`config.mk`:
```
export PLATFORM = sky130hd
export DESIGN_NAME = nmea_sentence_checksum_receiver_flat
export DESIGN_NICKNAME = d
export VERILOG_FILES = /design/src/hdl/nscr_pkg.sv /design/src/hdl/nscr_ifs.sv /design/src/hdl/nscr_in_reg.sv /design/src/hdl/nscr_tracker.sv /design/src/hdl/nscr_out_reg.sv /design/src/hdl/nmea_sentence_checksum_receiver.sv /design/src/flat_wrapper.sv
export SDC_FILE = /design/constraint.sdc
export NUM_CORES = 1
export LEC_CHECK = 0
export ABC_CLOCK_PERIOD_IN_PS = 3600
export BUFFER_PORTS_ARGS = -buffer_cell sky130_fd_sc_hd__clkbuf_2
export CAP_MARGIN = 15
export CORE_ASPECT_RATIO = 1.1
export CORE_UTILIZATION = 40
export CTS_BUF_LIST = sky130_fd_sc_hd__clkbuf_4
export CTS_CLUSTER_DIAMETER = 80
export DETAILED_ROUTE_END_ITERATION = 8
export HOLD_SLACK_MARGIN = 0.08
export SYNTH_ARGS = -nofsm -noshare
export SYNTH_HDL_FRONTEND = slang
export SYNTH_SLANG_ARGS = --single-unit
export TNS_END_PERCENT = 20
```
`constraint.sdc`:
```
create_clock -name clk -period 3.6 [get_ports clk]
set_input_delay 0.18 -clock clk [delete_from_list [all_inputs] [get_ports clk]]
set_output_delay 0.18 -clock clk [all_outputs]
set_load 0.03 [all_outputs]
```
`src/hdl/nscr_pkg.sv`:
```
// Shared constants, types and helper functions for the NMEA sentence checksum receiver.
`default_nettype none

package nscr_pkg;

  localparam int LEN_W      = 11;
  localparam int NUM_TYPES  = 5;
  localparam int PREFIX_LEN = 6;
  localparam int PFX_IDX_W  = $clog2(PREFIX_LEN);
  localparam int TYPE_W     = 3;

  localparam logic [7:0] CH_DOLLAR = 8'h24;
  localparam logic [7:0] CH_STAR   = 8'h2A;
  localparam logic [7:0] CH_LF     = 8'h0A;
  localparam logic [7:0] CH_NUL    = 8'h00;

  localparam logic [LEN_W-1:0] LIMIT_MIN   = 11'd2;
  localparam logic [LEN_W-1:0] LIMIT_MAX   = 11'd1024;
  localparam logic [LEN_W-1:0] LIMIT_RESET = 11'd128;
  // sentence must be longer than this to pass
  localparam logic [LEN_W-1:0] OK_MIN_LEN  = 11'd6;

  localparam logic [TYPE_W-1:0] TYPE_UNKNOWN = 3'd0;

  // talker/type prefixes: GGA, RMC, GSV, GSA, VTG (codes 1..5 in this order)
  localparam logic [NUM_TYPES-1:0][PREFIX_LEN-1:0][7:0] TYPE_NAMES = '{
    '{8'h47, 8'h54, 8'h56, 8'h50, 8'h47, 8'h24},   // $GPVTG (index reversed)
    '{8'h41, 8'h53, 8'h47, 8'h50, 8'h47, 8'h24},   // $GPGSA
    '{8'h56, 8'h53, 8'h47, 8'h50, 8'h47, 8'h24},   // $GPGSV
    '{8'h43, 8'h4D, 8'h52, 8'h50, 8'h47, 8'h24},   // $GPRMC
    '{8'h41, 8'h47, 8'h47, 8'h50, 8'h47, 8'h24}    // $GPGGA
  };

  typedef struct packed {
    logic              sentence_ok;
    logic              end_cause;
    logic [TYPE_W-1:0] sentence_type;
    logic [7:0]        computed_sum;
    logic [7:0]        received_sum;
    logic [LEN_W-1:0]  sentence_length;
  } nscr_result_t;

  typedef struct packed {
    logic       valid;
    logic [7:0] rx_byte;
  } nscr_item_t;

  typedef struct packed {
    logic is_hex;
    logic [3:0] nibble;
  } nscr_hex_t;

  function automatic nscr_hex_t hex_of(input logic [7:0] b);
    nscr_hex_t h;
    h = '0;
    if (b inside {[8'h30:8'h39]}) begin
      h.is_hex = 1'b1;
      h.nibble = 4'(b - 8'h30);
    end else if (b inside {[8'h61:8'h66]}) begin
      h.is_hex = 1'b1;
      h.nibble = 4'(b - 8'h57);
    end else if (b inside {[8'h41:8'h46]}) begin
      h.is_hex = 1'b1;
      h.nibble = 4'(b - 8'h37);
    end
    return h;
  endfunction

  // clamp the written limit and return limit minus one
  function automatic logic [LEN_W-1:0] limit_m1(input logic [LEN_W-1:0] v);
    logic [LEN_W-1:0] l;
    if (v < LIMIT_MIN) l = LIMIT_MIN;
    else if (v > LIMIT_MAX) l = LIMIT_MAX;
    else l = v;
    return l - 11'd1;
  endfunction

endpackage

`default_nettype wire

```
`src/hdl/nscr_ifs.sv`:
```
// Channel interfaces: received byte, result and limit configuration.
`default_nettype none

interface nscr_byte_if;
  logic       valid;
  logic       ready;
  logic [7:0] rx_byte;
  modport source (output valid, output rx_byte, input ready);
  modport sink   (input valid, input rx_byte, output ready);
endinterface

interface nscr_result_if import nscr_pkg::*; ();
  logic              valid;
  logic              ready;
  logic              sentence_ok;
  logic              end_cause;
  logic [TYPE_W-1:0] sentence_type;
  logic [7:0]        computed_sum;
  logic [7:0]        received_sum;
  logic [LEN_W-1:0]  sentence_length;
  modport source (output valid, output sentence_ok, output end_cause, output sentence_type,
                  output computed_sum, output received_sum, output sentence_length,
                  input ready);
  modport sink   (input valid, input sentence_ok, input end_cause, input sentence_type,
                  input computed_sum, input received_sum, input sentence_length,
                  output ready);
endinterface

interface nscr_cfg_if import nscr_pkg::*; ();
  logic             valid;
  logic             ready;
  logic [LEN_W-1:0] len_limit;
  modport source (output valid, output len_limit, input ready);
  modport sink   (input valid, input len_limit, output ready);
endinterface

`default_nettype wire

```
`src/hdl/nscr_in_reg.sv`:
```
// Input register: holds one received byte until the sentence tracker takes it.
`default_nettype none

module nscr_in_reg import nscr_pkg::*; (
  input  wire logic  clk,
  input  wire logic  rst_n,
  nscr_byte_if.sink  in_if,
  input  wire logic  take,
  output nscr_item_t item
);

  logic       valid_r, valid_nxt;
  logic [7:0] byte_r;

  assign in_if.ready = !valid_r || take;

  always_comb begin
    valid_nxt = valid_r;
    if (in_if.ready) valid_nxt = in_if.valid;
  end

  always_ff @(posedge clk) begin
    if (!rst_n) begin
      valid_r <= 1'b0;
    end else begin
      valid_r <= valid_nxt;
    end
  end

  always_ff @(posedge clk) begin
    if (in_if.valid && in_if.ready) byte_r <= in_if.rx_byte;
  end

  assign item.valid   = valid_r;
  assign item.rx_byte = byte_r;

endmodule

`default_nettype wire

```
`src/hdl/nscr_tracker.sv`:
```
// Sentence tracker: per-byte state update, checksum, hex decode and type match.
`default_nettype none

module nscr_tracker import nscr_pkg::*; (
  input  wire logic       clk,
  input  wire logic       rst_n,
  nscr_cfg_if.sink        cfg_if,
  input  wire nscr_item_t item,
  input  wire logic       take,
  output logic            res_valid,
  output nscr_result_t    res
);

  logic                 in_sent_r, in_sent_nxt;
  logic [LEN_W-1:0]     cnt_r, cnt_nxt;
  logic [7:0]           xor_r, xor_nxt;
  logic                 star_r, star_nxt;
  logic                 ended_r, ended_nxt;
  logic [7:0]           hex_r, hex_nxt;
  logic [1:0]           hexd_r, hexd_nxt;
  logic                 hexstop_r, hexstop_nxt;
  logic [NUM_TYPES-1:0] match_r, match_nxt;
  logic [LEN_W-1:0]     lim_m1_r;

  logic [7:0]  b;
  nscr_hex_t   h;
  logic        is_lf;
  logic        fire;

  assign cfg_if.ready = 1'b1;
  assign b     = item.rx_byte;
  assign h     = hex_of(b);
  assign is_lf = (b == CH_LF);

  always_comb begin
    in_sent_nxt = in_sent_r;
    cnt_nxt     = cnt_r;
    xor_nxt     = xor_r;
    star_nxt    = star_r;
    ended_nxt   = ended_r;
    hex_nxt     = hex_r;
    hexd_nxt    = hexd_r;
    hexstop_nxt = hexstop_r;
    match_nxt   = match_r;
    fire        = 1'b0;
    if (take) begin
      if (!in_sent_r) begin
        if (b == CH_DOLLAR) begin
          in_sent_nxt = 1'b1;
          cnt_nxt     = 11'd1;
          xor_nxt     = '0;
          star_nxt    = 1'b0;
          ended_nxt   = 1'b0;
          hex_nxt     = '0;
          hexd_nxt    = '0;
          hexstop_nxt = 1'b0;
          match_nxt   = '1;
        end
      end else begin
        cnt_nxt = cnt_r + 11'd1;
        if (cnt_r < LEN_W'(PREFIX_LEN)) begin
          for (int t = 0; t < NUM_TYPES; t++) begin
            if (TYPE_NAMES[t][cnt_r[PFX_IDX_W-1:0]] != b) match_nxt[t] = 1'b0;
          end
        end
        if (star_r) begin
          if (!hexstop_r) begin
            if (!h.is_hex) begin
              hexstop_nxt = 1'b1;
            end else begin
              hex_nxt  = {hex_r[3:0], h.nibble};
              hexd_nxt = hexd_r + 2'd1;
              if (hexd_r != 2'd0) hexstop_nxt = 1'b1;
            end
          end
        end else if (!ended_r) begin
          if (b == CH_NUL) ended_nxt = 1'b1;
          else if (b == CH_STAR) star_nxt = 1'b1;
          else xor_nxt = xor_r ^ b;
        end
        fire = is_lf || (cnt_nxt >= lim_m1_r);
        if (fire) in_sent_nxt = 1'b0;
      end
    end
  end

  // result fields from the updated state
  always_comb begin
    res = '0;
    res.sentence_ok     = is_lf && (cnt_nxt > OK_MIN_LEN) && star_nxt && (xor_nxt == hex_nxt);
    res.end_cause       = !is_lf;
    res.sentence_type   = TYPE_UNKNOWN;
    if (cnt_nxt >= LEN_W'(PREFIX_LEN)) begin
      // lowest matching type wins
      for (int t = NUM_TYPES - 1; t >= 0; t--) begin
        if (match_nxt[t]) res.sentence_type = TYPE_W'(t + 1);
      end
    end
    res.computed_sum    = xor_nxt;
    res.received_sum    = star_nxt ? hex_nxt : 8'd0;
    res.sentence_length = cnt_nxt;
  end

  assign res_valid = fire;

  always_ff @(posedge clk) begin
    if (!rst_n) begin
      in_sent_r <= 1'b0;
      cnt_r     <= '0;
      xor_r     <= '0;
      star_r    <= 1'b0;
      ended_r   <= 1'b0;
      hex_r     <= '0;
      hexd_r    <= '0;
      hexstop_r <= 1'b0;
      match_r   <= '0;
      lim_m1_r  <= limit_m1(LIMIT_RESET);
    end else begin
      in_sent_r <= in_sent_nxt;
      cnt_r     <= cnt_nxt;
      xor_r     <= xor_nxt;
      star_r    <= star_nxt;
      ended_r   <= ended_nxt;
      hex_r     <= hex_nxt;
      hexd_r    <= hexd_nxt;
      hexstop_r <= hexstop_nxt;
      match_r   <= match_nxt;
      if (cfg_if.valid && cfg_if.ready) lim_m1_r <= limit_m1(cfg_if.len_limit);
    end
  end

endmodule

`default_nettype wire

```
`src/hdl/nscr_out_reg.sv`:
```
// Result register: holds one finished sentence result until the sink takes it.
`default_nettype none

module nscr_out_reg import nscr_pkg::*; (
  input  wire logic         clk,
  input  wire logic         rst_n,
  input  wire logic         load,
  input  wire nscr_result_t res,
  output logic              free,
  nscr_result_if.source     out_if
);

  logic         valid_r, valid_nxt;
  nscr_result_t res_r;

  assign free = !valid_r || out_if.ready;

  always_comb begin
    valid_nxt = valid_r;
    if (load) valid_nxt = 1'b1;
    else if (out_if.ready) valid_nxt = 1'b0;
  end

  always_ff @(posedge clk) begin
    if (!rst_n) begin
      valid_r <= 1'b0;
    end else begin
      valid_r <= valid_nxt;
    end
  end

  always_ff @(posedge clk) begin
    if (load) res_r <= res;
  end

  assign out_if.valid           = valid_r;
  assign out_if.sentence_ok     = res_r.sentence_ok;
  assign out_if.end_cause       = res_r.end_cause;
  assign out_if.sentence_type   = res_r.sentence_type;
  assign out_if.computed_sum    = res_r.computed_sum;
  assign out_if.received_sum    = res_r.received_sum;
  assign out_if.sentence_length = res_r.sentence_length;

endmodule

`default_nettype wire

```
`src/hdl/nmea_sentence_checksum_receiver.sv`:
```
// Top level of the NMEA sentence checksum receiver.
// Takes one received byte per cycle, hunts for '$', then tracks the XOR checksum, the
// hex sum after '*', the length and the sentence type, and gives one result per
// sentence on line feed or when the length reaches the configured limit minus one.
// Each byte passes an input register and the tracker logic into the result register, so
// a result is in the result register once its final byte has left the input register,
// and can then be taken by the sink; a new byte is taken every cycle unless a pending
// result is held up by the sink. The limit (reset 128, clamped to 2..1024) is to be
// written through the cfg channel only while idle; the block does not enforce this.
`default_nettype none

module nmea_sentence_checksum_receiver import nscr_pkg::*; (
  input wire logic      clk,
  input wire logic      rst_n,
  nscr_byte_if.sink     in_if,
  nscr_result_if.source out_if,
  nscr_cfg_if.sink      cfg_if
);

  nscr_item_t   item;
  nscr_result_t res;
  logic         res_valid;
  logic         out_free;
  logic         take;

  assign take = item.valid && out_free;

  nscr_in_reg u_in_reg (
    .clk   (clk),
    .rst_n (rst_n),
    .in_if (in_if),
    .take  (take),
    .item  (item)
  );

  nscr_tracker u_tracker (
    .clk       (clk),
    .rst_n     (rst_n),
    .cfg_if    (cfg_if),
    .item      (item),
    .take      (take),
    .res_valid (res_valid),
    .res       (res)
  );

  nscr_out_reg u_out_reg (
    .clk    (clk),
    .rst_n  (rst_n),
    .load   (res_valid),
    .res    (res),
    .free   (out_free),
    .out_if (out_if)
  );

endmodule

`default_nettype wire

```
`src/flat_wrapper.sv`:
```
// flat-port wrapper written by rule: the top's interface ports become plain ports
module nmea_sentence_checksum_receiver_flat import nscr_pkg::*;
  (clk, rst_n, in_if_valid, in_if_rx_byte, in_if_ready, out_if_valid, out_if_sentence_ok, out_if_end_cause, out_if_sentence_type, out_if_computed_sum, out_if_received_sum, out_if_sentence_length, out_if_ready, cfg_if_valid, cfg_if_len_limit, cfg_if_ready);
  nscr_byte_if in_if_i ();
  nscr_result_if out_if_i ();
  nscr_cfg_if cfg_if_i ();
  input wire logic clk;
  input wire logic rst_n;
  input wire logic [$bits(in_if_i.valid)-1:0] in_if_valid;
  input wire logic [$bits(in_if_i.rx_byte)-1:0] in_if_rx_byte;
  output wire logic [$bits(in_if_i.ready)-1:0] in_if_ready;
  output wire logic [$bits(out_if_i.valid)-1:0] out_if_valid;
  output wire logic [$bits(out_if_i.sentence_ok)-1:0] out_if_sentence_ok;
  output wire logic [$bits(out_if_i.end_cause)-1:0] out_if_end_cause;
  output wire logic [$bits(out_if_i.sentence_type)-1:0] out_if_sentence_type;
  output wire logic [$bits(out_if_i.computed_sum)-1:0] out_if_computed_sum;
  output wire logic [$bits(out_if_i.received_sum)-1:0] out_if_received_sum;
  output wire logic [$bits(out_if_i.sentence_length)-1:0] out_if_sentence_length;
  input wire logic [$bits(out_if_i.ready)-1:0] out_if_ready;
  input wire logic [$bits(cfg_if_i.valid)-1:0] cfg_if_valid;
  input wire logic [$bits(cfg_if_i.len_limit)-1:0] cfg_if_len_limit;
  output wire logic [$bits(cfg_if_i.ready)-1:0] cfg_if_ready;
  assign in_if_i.valid = in_if_valid;
  assign in_if_i.rx_byte = in_if_rx_byte;
  assign in_if_ready = in_if_i.ready;
  assign out_if_valid = out_if_i.valid;
  assign out_if_sentence_ok = out_if_i.sentence_ok;
  assign out_if_end_cause = out_if_i.end_cause;
  assign out_if_sentence_type = out_if_i.sentence_type;
  assign out_if_computed_sum = out_if_i.computed_sum;
  assign out_if_received_sum = out_if_i.received_sum;
  assign out_if_sentence_length = out_if_i.sentence_length;
  assign out_if_i.ready = out_if_ready;
  assign cfg_if_i.valid = cfg_if_valid;
  assign cfg_if_i.len_limit = cfg_if_len_limit;
  assign cfg_if_ready = cfg_if_i.ready;
  nmea_sentence_checksum_receiver u_core (.clk(clk), .rst_n(rst_n), .in_if(in_if_i), .out_if(out_if_i), .cfg_if(cfg_if_i));
endmodule
```
Yosys cells after proc, flatten, opt, wreduce, memory -nomap -nowiden
Memories as Yosys holds them, arrays and structs flattened. A register that Yosys moved wholly into a read port is not among the register bits.
Cells that the tools add are included.
Operators by class
  multipliers: 0
  div/mod/pow operators: 0
  equal/unequal tests: 13
  add/sub/neg operators: 6
  muxes and demuxes: 76
  $lt $le $gt $ge: 13
  bitwise operators: 2
  reductions and logical operators: 23
  shift operators: 0
Operators with widths (count)
  8-bit 2-to-1 mux: 18
  11-bit 2-to-1 mux: 7
  8-bit != test: 5
  5-bit 2-to-1 mux: 7
  1-bit 2-to-1 mux: 30
  3-bit 2-to-1 mux: 7
  8-bit by 6-bit == test with 1-bit output (second input constant): 2
  8-bit by 7-bit >= comparator with 1-bit output (second input constant): 2
  8-bit by 7-bit <= comparator with 1-bit output (second input constant): 2
  2-bit 2-to-1 mux: 7
  11-bit by 1-bit adder with 11-bit output (second input constant): 1
  11-bit >= comparator: 1
  11-bit by 3-bit >= comparator with 1-bit output (second input constant): 1
  11-bit greater-than comparator (second input constant): 1
  11-bit by 3-bit greater-than comparator with 1-bit output (second input constant): 1
  11-bit by 2-bit < comparator with 1-bit output (second input constant): 1
  11-bit by 3-bit < comparator with 1-bit output (second input constant): 1
  11-bit by 1-bit subtractor with 11-bit output (second input constant): 1
  8-bit by 4-bit == test with 1-bit output (second input constant): 1
  8-bit == test: 1
  8-bit by 6-bit >= comparator with 1-bit output (second input constant): 1
  8-bit by 6-bit <= comparator with 1-bit output (second input constant): 1
  1-bit logical AND: 8
  8-bit zero test: 1
  other kinds (15): 25
Storage, ports and cells
  memory bits (writable): 0
  register bits after elaboration: 91
  bits in read-only memories: 320
  logic and storage cells: 159
  bits in latches: 0
  output and inout port bits: 35
  input port bits: 24
  memories: 5
Memories
  (no name shown): depth 8, bits a word 8, read ports 1, clocked after Yosys merged registers in 1, write ports 0, line nscr_tracker.sv:63  | if (TYPE_NAMES[t][cnt_r[PFX_IDX_W-1:0]] != b) match_nxt[t] = 1'b0;
  (no name shown): depth 8, bits a word 8, read ports 1, clocked after Yosys merged registers in 1, write ports 0, line nscr_tracker.sv:63
  (no name shown): depth 8, bits a word 8, read ports 1, clocked after Yosys merged registers in 1, write ports 0, line nscr_tracker.sv:63
  (no name shown): depth 8, bits a word 8, read ports 1, clocked after Yosys merged registers in 1, write ports 0, line nscr_tracker.sv:63
  (no name shown): depth 8, bits a word 8, read ports 1, clocked after Yosys merged registers in 1, write ports 0, line nscr_tracker.sv:63

Depth between registers and ports, before layout
Gate-level depths: netlist (run 1).
  word-level depth: 12
  depth in mapped cells: 12
  depth with buffers taken out: 10

By module
A second synthesis (run 1) with hierarchy kept.
Unflattened totals
  cells, all modules: 554
  area total of the unflattened synthesis: 5401.4 um^2
By module, submodules not included
  nscr_tracker: instances 1, area an instance 4080.2 um^2, cells an instance 503, sequential area each 1381.3 um^2
  nscr_out_reg: instances 1, area an instance 1009.7 um^2, cells an instance 36, sequential area each 980.9 um^2
  nscr_in_reg: instances 1, area an instance 305.3 um^2, cells an instance 14, sequential area each 260.2 um^2
  nmea_sentence_checksum_receiver: instances 1, area an instance 6.3 um^2, cells an instance 1, sequential area each 0.0 um^2

Worst setup path after synthesis (run 1)
No wires, ideal clock.
  path kind: flip-flop to flip-flop
  from: reg u_core.u_tracker.cnt_r[0]
  to: reg u_core.u_out_reg.res_r (netlist bit u_core.u_out_reg.out_if.computed_sum[0]), enable pin
  slack: 0.241 ns
  arrival time: 2.801 ns
  path buffers: 0
  cell stages (with the launch flop): 10
  required time: 3.042 ns
  period minus slack after synthesis: 3.359 ns
  library setup time: 0.558 ns
  cell sequence: dfxtp_1 -> ha_1 -> nand4_1 -> nor2_1 -> and3_1 -> xor2_1 -> ha_1 -> a21oi_1 -> a21oi_1 -> nand3b_1
On the way
  cells in the longest elaborated chain, start to end: 5
RTL lines
  from (decl): line nscr_tracker.sv:15  | logic [LEN_W-1:0] cnt_r, cnt_nxt;
  from (signal assigned): line nscr_tracker.sv:120  | cnt_r <= cnt_nxt;
  11-bit by 1-bit adder with 11-bit output: line nscr_tracker.sv:60  | cnt_nxt = cnt_r + 11'd1;
  11-bit >= comparator: line nscr_tracker.sv:81  | fire = is_lf || (cnt_nxt >= lim_m1_r);
  1-bit logical OR: line nscr_tracker.sv:81
  1-bit 2-to-1 mux: line nscr_tracker.sv:47  | if (!in_sent_r) begin
  1-bit 2-to-1 mux: line nscr_tracker.sv:46  | if (take) begin
  net u_core.res_valid: line nmea_sentence_checksum_receiver.sv:22  | logic res_valid;
  to (signal assigned): line nscr_out_reg.sv:33  | if (load) res_r <= res;
  to (decl): line nscr_out_reg.sv:14  | nscr_result_t res_r;
The timed path passes the listed nets, and every way through them passes these cells.
A chain may end at the register's enable or synchronous reset.

Worst setup path in the final report (run 1)
  from: reg u_core.u_tracker.cnt_r[0]
  to: reg u_core.u_out_reg.res_r (netlist bit u_core.u_out_reg.out_if.computed_sum[4]), enable pin
The elaborated chain is that of the path after synthesis.

==> results of run 1 <==
[per-layer routing]
| layer | wire length [um] | vias up | track usage, % |
|---|---|---|---|
| li1 | - | 2144 | - |
| met1 | 5880 | 2054 | 24.6 |
| met2 | 6300 | 126 | 32.1 |
| met3 | 546 | 16 | 2.84 |
| met4 | 249 | 0 | 7.33 |
| met5 | 0 | - | 0 |
[critical path, delay by kind of cell (launching register included)]
kind	cells	cell delay [ns]
and+or+nand+nor	6	1.36
adders and majority gates	2	0.63
buffers and inverters	1	0.35
DFF	1	0.45
xor gates and xnor gates	1	0.09
[worst paths after layout]
kind | start | endpoint | slack (ns) | depth (start not counted)
setup / recovery | u_core.u_tracker.cnt_r[0] | u_core.u_out_reg.out_if.computed_sum[4] | 0.42 | 10
hold / removal | cfg_if_len_limit[4] | u_core.u_tracker.lim_m1_r[4] | 0.11 | 5
setup reg to reg | u_core.u_tracker.cnt_r[0] | u_core.u_out_reg.out_if.computed_sum[4] | 0.42 | 10
hold reg to reg | u_core.u_tracker.lim_m1_r[7] | u_core.u_tracker.lim_m1_r[7] | 0.50 | 2
[through the flow]
| step | setup WS [ns] | instances | cell area, um^2 | util (%) |
|---|---|---|---|---|
| floorplan | 0.241 | 569 | 5560 | - |
| finish | 0.419 | 819 | 6270 | 46.9 |
| global route | 0.251 | 819 | 6270 | 46.9 |
| global placement | 0.561 | 789 | 5990 | 44.8 |
| detailed placement | 0.429 | 789 | 5990 | 44.8 |
| CTS | 0.419 | 817 | 6260 | 46.8 |
[cells in the final DEF (no fill, tap or decap), types with 6 or more instances in the layout]
master	netlist	routed
o211ai_1	8	8
clkbuf_2	0	57
nand2_1	34	34
nand3_1	20	20
buf_4	4	11
a21oi_1	22	22
nor4_1	8	8
nor2b_1	10	10
nor2_1	47	47
ha_1	18	18
xor2_1	26	26
o21ai_0	34	34
xnor2_1	20	20
clkbuf_4	0	10
nor3_1	7	7
nand2b_1	6	6
dfxtp_1	71	71
mux2i_1	12	12
inv_1	29	29
dlygate4sd3_1	0	12
edfxtp_1	40	40
and2_1	26	26
[cell families after synthesis]
logic type / Yosys count
multiplexers: 12
adder cells (fa/ha/maj): 18
XOR/XNOR: 46
AND/OR/NAND/NOR: 196
buffers and inverters: 62
AO/OA/AOI/OAI: 123
other: 1
flip-flops: 111
[power by group]
group	switching, W	leakage [nW]	total, W	internal, W
Combinational	0.0000751	1.48	0.000134	0.0000585
Sequential	0.0000202	0.953	0.00133	0.00131
Clock	0.000441	0.0838	0.000673	0.000232
Total	0.000536	2.52	0.00213	0.00160
[final cells by class]
| cell class | instances | share of cell area, % |
|---|---|---|
| well taps | 184 | 3.67 |
| flip-flops and latches | 111 | 41.8 |
| diodes | 2 | 0.0798 |
| clock buffers | 10 | 1.20 |
| repair buffers | 80 | 7.78 |
| inverters | 30 | 1.80 |
| multi-input cells | 396 | 42.5 |
| clock inverters | 6 | 1.18 |
[repair_timing]
| action | CTS | global route |
|---|---|---|
| setup endpoints to repair | 0 | 0 |
| hold buffers | 12 | 0 |
| endpoints found under the hold margin | 11 | 0 |
==> out/results.tsv, run 1 <==
metric	value	unit
async_reset_ff_share	0	%
synthMostInstantiatedCell	dfxtp_1	
status	completed	
num_rows	44	
vdd_drop_max	0.131	mV
post-cts-setup-buffers	0	
grt_antenna_before_repair	1	
syn_inst	569	
crit_chain	ha_1 -> nand4_1 -> nor2_1 -> and3_1 -> xor2_1 -> ha_1 -> nand3_1 -> or2_2 -> nand3b_1 -> buf_4	
cts_tree	yes	
max_cap_violations	0	
clock-root-buffer	clkbuf_4	
place.gp.congestion	0.838	
rsz0062_at_grt	no	
critPathMaxFanout	24	
layout-drive-gt1-share	15.6	%
synth_top_area_share	25.5	%
synth_fa_ha_area_share	4.05	%
crit_path_top_delay_cell	dfxtp_1	
synth_top_area_cell	dfxtp_1	
yosysWarnings	0	
power.density	341	nW/um^2
synthSimpleGateAreaFrac	19.1	%
p_leak	2.52	nW
tightest_slew	0.750	ns
path_class	reg -> reg	
crit_path_end_kind	flop	
vias_per_cell	5.30	
grt-ovfl-total	0	
firstDrtPassIters	6	
clk_path_buf_depth	2	
fp.dieH	126	um
synth_edf_count	40	
clock_latency	0.50	ns
grt_max_degree	36	
port-buffer-count	57	
numCtsBuffers	9	
slew_violations	0	
multi_input_area	2660	um^2
routedWlPerCell	15.8	um
drtIter0Drc	255	
dp_hpwl	9.39	mm
min_path_type	in -> reg	
synth_top_family_by_area	simple AND/OR/NAND/NOR gates	
cpMostUsedCell	ha_1	
netlist_area	5560	um^2
netlist_top_cells_count	dfxtp_1 (71), nor2_1 (47), edfxtp_1 (40)	
numClockSinks	111	
area_growth	12.7	%
htreeDepth	3	
timing.hold.ws	0.107	ns
synth_cell_types	71	
synth_seq_cells	111	
wl	13.0	mm
core-area	13400	um^2
syn-num-nets	611	
final_hold_viol_count	0	
remaining_drc_errors	0	
ant_nets	0	
synthMuxAreaShare	2.16	%
fin_nets	670	
fin_crit	3.18	ns
die_x	114	um
post-route-period-util	88.3	%
max_freq	314	MHz
final-seq-area	2620	um^2
cts_resized	0	
maxSlewHeadroom	50.0	%
finalSetupViolations	0	
cp-start-kind	flop	
synth_compound_area_share	15.2	%
start_util	41.6	%
clk_pin_slew	0.17	ns
skew	0.0370	ns
grt_pass1_vias	4227	
ys.flop_type	dfxtp_1	
synth_seq_area_share	47.1	%
synth_xor_xnor_area_share	7.24	%
dieArea	14400	um^2
synth_area_leaders	dfxtp_1 (26%), edfxtp_1 (22%), xor2_1 (4.1%)	
required	3.78	ns
fin_tns_setup	0	ns
io_pins	59	
grt_usage	19.1	%
power.total	0.00213	W
grt_pass1_wl	21.2	mm
critPathMaxStageDelay	0.45	ns
syn_avg_cell_area	9.78	um^2
vias	4340	
cp_data_arrival_time	3.36	ns
fillers	1265	
Note: power is estimated with default switching activity, not from simulation.
==> run 2: changes to the inputs <==
Settings changed: ABC_CLOCK_PERIOD_IN_PS 3600 to unset, GPL_TIMING_DRIVEN set to 0.
==> run 2 against run 1 <==
Compared with the run above:
- final area grew 1.8%
- largest cell class unchanged
- clock-buffer cell count fell by 1
- core utilization increased by 0.84 points
- sequential share of layout area decreased by 0.74 points
- largest power group unchanged
- critical endpoint is now u_core.u_out_reg.out_if.end_cause
- critical path type unchanged
- non-clock buffer count is 27 higher
- clock power decreased by 14%
- highest routed layer unchanged
- clock skew decreased by 0.0070 ns
==> out/results.tsv, run 2 (synthesized netlist as in run 1, its figures left out) <==
metric	value	unit
place_ws	-0.327	ns
cp-start-kind	flop	
final_hold_viol_count	0	
power.total	0.00206	W
wl	13.1	mm
cp_data_arrival_time	3.60	ns
area_growth	14.7	%
power.switching	0.000531	W
min_path_type	in -> reg	
htreeDepth	3	
tightest_slew	0.836	ns
p_comb_share	7.6	%
drtIter0Drc	206	
worst_slack	0.277	ns
numCtsBuffers	9	
vias	4423	
final_cell_mix	dfxtp_1 (71), clkbuf_2 (56), nor2_1 (47), edfxtp_1 (40)	
clock_latency	0.49	ns
slew_violations	0	
critPathMaxFanout	19	
port-buffer-count	56	
fillers	1284	
vias_per_cell	5.24	
stdcell_count	844	
start_util	41.6	%
required	3.88	ns
firstDrtPassIters	5	
clock-root-buffer	clkbuf_4	
fin_util	47.7	%
grt_antenna_before_repair	0	
grt-ovfl-total	0	
die_x	114	um
timing.hold.ws	0.110	ns
vdd_drop_max	0.149	mV
grt_max_degree	20	
clk_pin_slew	0.17	ns
max_cap_violations	0	
core-area	13400	um^2
layout-drive-gt1-share	16.1	%
diodes	0	
dp_hpwl	9.71	mm
p_int	0.00152	W
final_common_cell	dfxtp_1	
numClockSinks	111	
max_freq	301	MHz
rsz0062_at_grt	no	
dpl.cell_count	810	
clockPowerShare	28.3	%
p_sw_share	25.8	%
remaining_drc_errors	0	
fin_nets	697	
place.gp.congestion	0.911	
finalSetupViolations	0	
power.density	322	nW/um^2
dieArea	14400	um^2
fin_crit	3.32	ns
path_class	reg -> reg	
grt_usage	19.1	%
clk_path_buf_depth	2	
seq_power_share	64.1	%
fp.dieH	126	um
crit_path_end_kind	flop	
ant_nets	0	
p_leak	2.57	nW
post-route-period-util	92.3	%
cts_tree	yes	
io_pins	59	
routedWlPerCell	15.5	um
skew	0.0301	ns
grt_pass1_wl	21.6	mm
status	completed	
num_rows	44	
grt_pass1_vias	4289	
maxSlewHeadroom	44.2	%
-- run 2: cell count changes in the layout (fill, tap and decap cells not counted), sizes merged --
cell / previous run / this run
clkbuf: 67 / 81
buf: 11 / 21
clkinv: 2 / 4
diode: 2 / 0
dlygate4sd3: 12 / 14
bufinv: 1 / 0
-- run 2: stage by stage --
stage,instance area (um^2),setup TNS [ns]
after floorplan,5560,0
after global placement,6070,-25.55
after detailed placement,6090,-8.04
after CTS,6380,0
after global routing,6380,0
final,6380,0
-- run 2: path summary, 6_finish.rpt --
kind	startpoint	endpoint	slack (ns)	cells after the start
worst max-delay path	u_core.u_tracker.cnt_r[0]	u_core.u_out_reg.out_if.end_cause	0.28	11
worst min-delay path	cfg_if_len_limit[4]	u_core.u_tracker.lim_m1_r[4]	0.11	5
worst max register to register	u_core.u_tracker.cnt_r[0]	u_core.u_out_reg.out_if.end_cause	0.28	11
worst min register to register	u_core.u_tracker.lim_m1_r[7]	u_core.u_tracker.lim_m1_r[7]	0.48	2
-- run 2: cell type report --
type,count,area [um^2],area share (%)
timing repair buffer,75,465,7.29
buffer,32,168,2.63
inverter,30,113,1.76
sequential,111,2620,41.1
tap,184,230,3.61
clock buffer,9,67.6,1.06
clock inverter,7,53.8,0.843
multi-input combinational,396,2660,41.7
-- run 2: layer usage --
metal | GRT usage [%] | vias up | wire [um]
met1 | 24.7 | 2122 | 6110
met5 | 0 | - | 0
met3 | 2.07 | 20 | 409
li1 | - | 2194 | -
met4 | 7.87 | 0 | 288
met2 | 32.3 | 87 | 6310
-- run 2: power groups by stage --
| stage | Combinational (W) | Sequential [W] | Clock, W |
|---|---|---|---|
| after floorplan | 0.0000964 | 0.00134 | 0 |
| after global placement | 0.000140 | 0.00134 | 0 |
| after detailed placement | 0.000143 | 0.00134 | 0 |
| after CTS | 0.000155 | 0.00132 | 0.000594 |
| after global routing | 0.000172 | 0.00132 | 0.000645 |
| final | 0.000156 | 0.00132 | 0.000582 |
-- run 2: timing repair --
| action | 4_1_cts | 5_1_grt |
|---|---|---|
| hold buffers | 14 | 0 |
| endpoints found under the hold margin | 13 | 0 |
| endpoints found under the setup margin | 32 | 0 |
| buffers inserted | 4 | 0 |
| resized for setup | 0 | 0 |
-- run 2: worst max-delay path, stage by stage, from the launching register on --
cell and delay (ns):
dfxtp_1 0.49, ha_1 0.34, nand4_1 0.28, nor2_1 0.35, and3_1 0.25, xor2_1 0.23
ha_1 0.28, a21oi_1 0.22, a21oi_1 0.13, nand3b_1 0.20, buf_4 0.17, buf_8 0.16
